[config.mk]
export PLATFORM = sky130hd
export DESIGN_NAME = ordered_array_insert_delete_search_core
export DESIGN_NICKNAME = d
export VERILOG_FILES = /design/src/rtl/oaids_pkg.sv /design/src/rtl/oaids_cell.sv /design/src/rtl/oaids_pick.sv /design/src/rtl/ordered_array_insert_delete_search_core.sv
export SDC_FILE = /design/constraint.sdc
export NUM_CORES = 2
export LEC_CHECK = 0
export BUFFER_PORTS_ARGS = -buffer_cell sky130_fd_sc_hd__buf_2
export CAP_MARGIN = 20
export CORE_MARGIN = 3
export CORE_UTILIZATION = 43
export CTS_BUF_LIST = sky130_fd_sc_hd__clkbuf_8
export DETAILED_ROUTE_END_ITERATION = 10
export SYNTH_ARGS = -nofsm -noshare
export SYNTH_HDL_FRONTEND = slang
export SYNTH_SLANG_ARGS = --single-unit
export TNS_END_PERCENT = 1
[constraint.sdc]
create_clock -name clock -period 17.1 [get_ports clock]
set_input_delay 3.42 -clock clock [delete_from_list [all_inputs] [get_ports clock]]
set_output_delay 3.42 -clock clock [all_outputs]
set_load 0.02 [all_outputs]
[src/rtl/oaids_pkg.sv]
`timescale 1ns / 1ps
// Shared types and constants for the ordered array insert/delete/search core.
// No dependencies; every other file in rtl/ imports this package.
package oaids_pkg;

   localparam int CAPACITY = 16;
   localparam int IDX_W    = $clog2(CAPACITY);
   localparam int CNT_W    = $clog2(CAPACITY + 1);
   localparam int REQ_W    = 3;
   localparam int POS_W    = 5;
   localparam int DATA_W   = 32;
   localparam int STATUS_W = 2;

   typedef logic signed [DATA_W-1:0] word_type;

   typedef enum logic [REQ_W-1:0] {
      OP_CLEAR  = 3'd0,
      OP_READ   = 3'd1,
      OP_INSERT = 3'd2,
      OP_DELETE = 3'd3,
      OP_SEARCH = 3'd4
   } req_code_type;

   typedef enum logic [STATUS_W-1:0] {
      ST_OK        = 2'd0,
      ST_BAD_POS   = 2'd1,
      ST_FULL      = 2'd2,
      ST_NOT_FOUND = 2'd3
   } status_type;

   // per-cell update controls
   typedef struct packed {
      logic load;        // take the new value
      logic from_lower;  // take the value of the cell below (insert shift)
      logic from_upper;  // take the value of the cell above (delete shift)
   } cell_ctrl_type;

endpackage

[src/rtl/oaids_cell.sv]
`timescale 1ns / 1ps
// One storage cell of the list chain: holds one element, shifts with its neighbors.
// Depends on oaids_pkg.
module oaids_cell (
   input  logic                    clock,
   input  oaids_pkg::cell_ctrl_type cell_ctrl,
   input  oaids_pkg::word_type     lower_value,
   input  oaids_pkg::word_type     upper_value,
   input  oaids_pkg::word_type     new_value,
   input  oaids_pkg::word_type     key,
   input  logic                    in_list,
   output oaids_pkg::word_type     value,
   output logic                    match
);
   import oaids_pkg::*;

   word_type value_ff;
   word_type value_in;

   always_comb begin
      value_in = value_ff;
      if (cell_ctrl.load) begin
         value_in = new_value;
      end else if (cell_ctrl.from_lower) begin
         value_in = lower_value;
      end else if (cell_ctrl.from_upper) begin
         value_in = upper_value;
      end
   end

   always_ff @(posedge clock) begin
      value_ff <= value_in;
   end

   assign value = value_ff;
   assign match = in_list && (value_ff == key);

endmodule

[src/rtl/oaids_pick.sv]
`timescale 1ns / 1ps
// First-match encoder and positional read select across the cell chain.
// Depends on oaids_pkg.
module oaids_pick (
   input  logic [oaids_pkg::CAPACITY-1:0] match,
   input  oaids_pkg::word_type            cell_value [oaids_pkg::CAPACITY],
   input  logic [oaids_pkg::IDX_W-1:0]    read_idx,
   output logic                           hit,
   output logic [oaids_pkg::IDX_W-1:0]    hit_idx,
   output oaids_pkg::word_type            read_data
);
   import oaids_pkg::*;

   // scan from the top so the lowest matching index wins
   always_comb begin
      hit_idx = '0;
      for (int i = CAPACITY - 1; i >= 0; i--) begin
         if (match[i]) begin
            hit_idx = IDX_W'(i);
         end
      end
   end

   assign hit       = |match;
   assign read_data = cell_value[read_idx];

endmodule

[src/rtl/ordered_array_insert_delete_search_core.sv]
`timescale 1ns / 1ps
// Top level of the ordered array insert/delete/search core.
// Depends on oaids_pkg, oaids_cell and oaids_pick.
//
// A positional list of up to CAPACITY (16) signed 32-bit elements kept in a
// chain of cells, one element per cell, plus a fill count. Every request
// (clear, read, insert, delete, search) is carried out at the edge that accepts it: insert
// moves every cell above the position up by one in the same edge, delete moves
// them down, and search compares all cells against the key in parallel and
// encodes the lowest match. The result lands in an output register, so a new
// item is taken every cycle as long as the previous result is taken or the
// output register is empty; sustained rate is one item per cycle, bounded only
// by rsp_ready. Bad positions return an invalid-position status, insert into
// a full list returns a full status (position is checked first), and a search
// miss returns not-found. Unused request codes change nothing and return ok.
// No clearing pass is needed after reset: elements at or above the count are
// never visible.
module ordered_array_insert_delete_search_core (
   input  logic                             clock,
   input  logic                             reset,
   input  logic                             req_valid,
   output logic                             req_ready,
   input  logic [oaids_pkg::REQ_W-1:0]      req_type,
   input  logic [oaids_pkg::POS_W-1:0]      req_position,
   input  logic signed [oaids_pkg::DATA_W-1:0] req_value,
   output logic                             rsp_valid,
   input  logic                             rsp_ready,
   output logic [oaids_pkg::STATUS_W-1:0]   rsp_status,
   output logic [oaids_pkg::IDX_W-1:0]      rsp_found_index,
   output logic signed [oaids_pkg::DATA_W-1:0] rsp_read_value,
   output logic [oaids_pkg::CNT_W-1:0]      rsp_count
);
   import oaids_pkg::*;

   localparam logic [CNT_W-1:0] CAP_CNT = CNT_W'(CAPACITY);

   logic                 accept;
   logic [CNT_W-1:0]     count_ff;
   logic [CNT_W-1:0]     count_in;
   logic                 ins_go;
   logic                 del_go;
   status_type           status_in;
   logic [IDX_W-1:0]     found_in;
   word_type             read_in;

   logic                 rsp_valid_ff;
   logic                 rsp_valid_in;
   status_type           rsp_status_ff;
   logic [IDX_W-1:0]     rsp_found_ff;
   word_type             rsp_read_ff;
   logic [CNT_W-1:0]     rsp_count_ff;

   logic [CAPACITY-1:0]  match;
   word_type             cell_value [CAPACITY];
   logic                 hit;
   logic [IDX_W-1:0]     hit_idx;
   word_type             pick_data;

   // take a new item whenever the output register is free or being drained
   assign req_ready = !rsp_valid_ff || rsp_ready;
   assign accept    = req_valid && req_ready;

   // cell chain: each cell decides from its index against the request position
   for (genvar i = 0; i < CAPACITY; i++) begin : g_cell
      localparam logic [POS_W-1:0] IDX = POS_W'(i);
      cell_ctrl_type ctrl;
      word_type      lower_v;
      word_type      upper_v;

      if (i == 0) begin : g_bottom
         assign lower_v = '0;
      end else begin : g_mid_lo
         assign lower_v = cell_value[i-1];
      end
      if (i == CAPACITY - 1) begin : g_top
         assign upper_v = '0;
      end else begin : g_mid_hi
         assign upper_v = cell_value[i+1];
      end

      assign ctrl.load       = accept && ins_go && (IDX == req_position);
      assign ctrl.from_lower = accept && ins_go && (IDX > req_position);
      assign ctrl.from_upper = accept && del_go && (IDX >= req_position);

      oaids_cell u_cell (
         .clock       (clock),
         .cell_ctrl   (ctrl),
         .lower_value (lower_v),
         .upper_value (upper_v),
         .new_value   (req_value),
         .key         (req_value),
         .in_list     (CNT_W'(i) < count_ff),
         .value       (cell_value[i]),
         .match       (match[i])
      );
   end

   oaids_pick u_pick (
      .match      (match),
      .cell_value (cell_value),
      .read_idx   (req_position[IDX_W-1:0]),
      .hit        (hit),
      .hit_idx    (hit_idx),
      .read_data  (pick_data)
   );

   // decode the request: status, outputs, shift enables, next count
   always_comb begin
      status_in = ST_OK;
      found_in  = '0;
      read_in   = '0;
      count_in  = count_ff;
      ins_go    = 1'b0;
      del_go    = 1'b0;
      case (req_type)
         OP_CLEAR: begin
            count_in = '0;
         end
         OP_READ: begin
            if (req_position < count_ff) begin
               read_in = pick_data;
            end else begin
               status_in = ST_BAD_POS;
            end
         end
         OP_INSERT: begin
            if (req_position > count_ff) begin
               status_in = ST_BAD_POS;
            end else if (count_ff == CAP_CNT) begin
               status_in = ST_FULL;
            end else begin
               ins_go   = 1'b1;
               count_in = count_ff + CNT_W'(1);
            end
         end
         OP_DELETE: begin
            if (req_position >= count_ff) begin
               status_in = ST_BAD_POS;
            end else begin
               del_go   = 1'b1;
               count_in = count_ff - CNT_W'(1);
            end
         end
         OP_SEARCH: begin
            if (hit) begin
               found_in = hit_idx;
            end else begin
               status_in = ST_NOT_FOUND;
            end
         end
         default: begin
            // unused codes: hold everything, report ok
         end
      endcase
   end

   // hold the result until taken; a new accept overwrites a drained slot
   always_comb begin
      rsp_valid_in = rsp_valid_ff;
      if (accept) begin
         rsp_valid_in = 1'b1;
      end else if (rsp_ready) begin
         rsp_valid_in = 1'b0;
      end
   end

   always_ff @(posedge clock) begin
      if (reset) begin
         count_ff     <= '0;
         rsp_valid_ff <= 1'b0;
      end else begin
         rsp_valid_ff <= rsp_valid_in;
         if (accept) begin
            count_ff <= count_in;
         end
      end
   end

   always_ff @(posedge clock) begin
      if (accept) begin
         rsp_status_ff <= status_in;
         rsp_found_ff  <= found_in;
         rsp_read_ff   <= read_in;
         rsp_count_ff  <= count_in;
      end
   end

   assign rsp_valid       = rsp_valid_ff;
   assign rsp_status      = rsp_status_ff;
   assign rsp_found_index = rsp_found_ff;
   assign rsp_read_value  = rsp_read_ff;
   assign rsp_count       = rsp_count_ff;

endmodule

==> results.sh <==
export IMPL_outcome="completed"
export IMPL_grtUsageTotal_pct=34.7
export IMPL_p_total_mw=3.19
export IMPL_fillers=7890
export IMPL_synth_seq_cells=561
export IMPL_cp_cell_sequence="buf_8, ha_1, nor2b_1, o21a_1, o21a_1, or3_1, and2_1, nor4_2, buf_4, mux2_2"
export IMPL_synth_warnings=0
export IMPL_worst_path_most_repeated_cell="o21a_1"
export IMPL_initial_core_util_pct=43.6
export IMPL_switchingPower_mw=0.901
export IMPL_die_x_um=304
export IMPL_route_detailed_drc=0
export IMPL_async_flop_share_pct=0
export IMPL_synth_cell_area_um2=38200
export IMPL_routedWlPerCell_um=36.6
export IMPL_start_kind="input port"
export IMPL_yosysMostFrequentCell="edfxtp_1"
export IMPL_synth_cell_type_count=67
export IMPL_wirelength_um=166000
export IMPL_synthCells=3297
export IMPL_fmax_mhz=133
export IMPL_syn_to_final_growth_pct=8.61
export IMPL_ys_flop_type="edfxtp_1"
export IMPL_rsz0062_at_grt="no"
export IMPL_h_tree_depth=3
export IMPL_cts_root_buf="clkbuf_8"
export IMPL_worst_path_max_delay_cell="nor4_2"
export IMPL_crit_arrival_ns=8.00
export IMPL_critPathKind="in2reg"
export IMPL_antenna_found_initial=16
export IMPL_regToRegSetupSlack_ns=11.79
export IMPL_hp_class="reg2reg"
export IMPL_power_leakage_nw=14.6
export IMPL_min_period_ns=7.50
export IMPL_slowest_delay_ns=1.06
export IMPL_die_height_um=304
export IMPL_io_buffers=88
export IMPL_r2r_cells=9
export IMPL_syn_area_per_cell_um2=11.6
export IMPL_powerDensity_nw_per_um2=77.0
export IMPL_cts_buffer_depth=3
export IMPL_crit_required_ns=17.60
export IMPL_row_count=108
export IMPL_clk_latency_ns=0.77
export IMPL_yosysSeqAreaShare_pct=44.0
export IMPL_cts_tree="done"
export IMPL_hold_path_cell_count=2
export IMPL_holdWs_ns=0.535
export IMPL_antenna_left=0
export IMPL_dieArea_um2=92300
export IMPL_grt_max_degree=75
export IMPL_relSlewSlack_pct=18.2
export IMPL_p_sw_share_pct=28.2
export IMPL_drv_slew=0
export IMPL_drive_above_1_share_pct=18.3
export IMPL_ctsResizeCount=0
export IMPL_synth_top_area_cell="edfxtp_1"
export IMPL_fin_nets=3327
export IMPL_synth_top_cells_by_area="edfxtp_1 (44%), mux2i_1 (9.7%), mux4_2 (9.4%), xnor2_1 (7.1%), xor2_1 (4.6%)"
export IMPL_synth_commonest_cells="edfxtp_1 (555), mux2i_1 (368), xnor2_1 (310)"
export IMPL_cts_inserted_buffers=108
export IMPL_coreArea_um2=87400
export IMPL_critPathMaxFanout=72
export IMPL_setup_violations=0
export IMPL_finalClockSkew_ns=0.0486
export IMPL_finalCritPeriodShare_pct=43.8
export IMPL_synth_top_area_share_pct=43.7
export IMPL_end_kind="flip-flop"
export IMPL_synth_edf_count=555
export IMPL_tightest_slew_ns=1.23
export IMPL_pwr_share_seq_pct=47.6
export IMPL_cts_setup_buffers=0
export IMPL_grt_pass1_vias=29290
export IMPL_clk_pin_slew_ns=0.06
export IMPL_pwr_share_comb_pct=11.2
export IMPL_vias=30769
export IMPL_post_dp_hpwl_um=116000
export IMPL_hold_viol=0
export IMPL_setup_tns_ns=0
export IMPL_peakVddDrop_mv=0.0569
export IMPL_gr_total_overflow=0
export IMPL_syn_nets=3349
export IMPL_grt_pass1_wl_um=230000
export IMPL_max_cap_violations=0
export IMPL_vias_per_cell=6.81
export IMPL_pin_count=89
export IMPL_drt_pass1_iter_count=6
export IMPL_holdBufCountCts=0
export IMPL_place_gp_congestion=1.08
export IMPL_drt_initial_drc_count=5500
export IMPL_cts_sinks=561
export IMPL_pwr_share_clk_pct=41.2
export IMPL_p_int_mw=2.29
==> cell families (layout without fill, tap and decap cells) <==
group	after synthesis	after routing	synth area share [%]
AND/OR/NAND/NOR	747	747	9.89
multiplexers	561	561	20.1
flip-flops	561	561	44.0
AO/OA/AOI/OAI	543	543	9.59
XOR/XNOR	511	511	11.7
buffers and inverters	366	428	4.47
adder cells (fa/ha/maj)	8	8	0.262
other	0	7	0
==> sequential cells by signal, indices dropped and copies added, names as in the netlist <==
signal	count
rsp_read_value	32
rsp_status	2
rsp_valid	1
count_ff	5
rsp_count	5
g_cell.u_cell.value	512
rsp_found_index	4
==> cell usage in the layout, fill, tap and decap left out, drive strengths merged, types with 49 or more instances in the layout <==
cell,n
buf,170
a21oi,224
mux2i,368
a22oi,49
inv,99
nor2,243
clkbuf,117
nor3,56
xor2,201
edfxtp,555
xnor2,310
nor4,61
o221a,64
nand4,92
nand2,115
mux4,160
o21ai,91
==> final cells by class <==
type / count / area (µm²) / share of cell area (%)
diodes: 7 / 17.5 / 0.0423
flip-flops and latches: 561 / 16800 / 40.5
clock inverters: 77 / 403 / 0.972
repair buffers: 170 / 1110 / 2.69
clock buffers: 117 / 1610 / 3.89
multi-input cells: 2370 / 19800 / 47.8
well taps: 1155 / 1450 / 3.49
inverters: 64 / 240 / 0.580
==> worst paths after layout <==
kind | start | endpoint
worst max-delay path | req_position[1] | g_cell[0].u_cell.value[31]$_DFFE_PP_
worst min-delay path | rsp_valid$_SDFFE_PP0P_ | rsp_valid$_SDFFE_PP0P_
worst max register to register | count_ff[4]$_SDFFE_PP0P_ | g_cell[0].u_cell.value[31]$_DFFE_PP_
worst min register to register | rsp_valid$_SDFFE_PP0P_ | rsp_valid$_SDFFE_PP0P_
==> worst max-delay path: cells and delay by family <==
family          cells  cell delay [ns]
fa+ha+maj           1             0.37
simple gates        4             1.90
buf+inv             2             1.38
compound gates      2             0.33
mux                 1             0.43
==> power by group through the flow <==
stage	clock, mW	sequential (mW)	combinational (mW)
floorplan	0	1.55	0.201
global placement	0	1.55	0.339
detailed placement	0	1.55	0.342
CTS	1.32	1.52	0.343
global route	1.38	1.52	0.362
finish	1.31	1.52	0.357
==> stage by stage <==
stage / util, % / cells / area, µm² / setup WS, ns
5_1_grt: 47.4 / 4518 / 41400 / 9.45
6_report: 47.4 / 4521 / 41400 / 9.60
2_1_floorplan: - / 3297 / 38200 / 8.91
3_3_place_gp: 45.0 / 4316 / 39300 / 8.96
4_1_cts: 47.4 / 4513 / 41400 / 9.72
3_5_place_dp: 45.1 / 4319 / 39400 / 8.94
==> per-layer routing <==
metal | share of wire, % | GRT usage (%) | vias to the layer above
met2 | 43 | 50.1 | 2602
li1 | - | - | 12423
met5 | 0.051 | 0 | -
met4 | 6.3 | 18.4 | 12
met1 | 37 | 46.2 | 15294
met3 | 14 | 11.4 | 438
(Power assumes the default switching activity.)
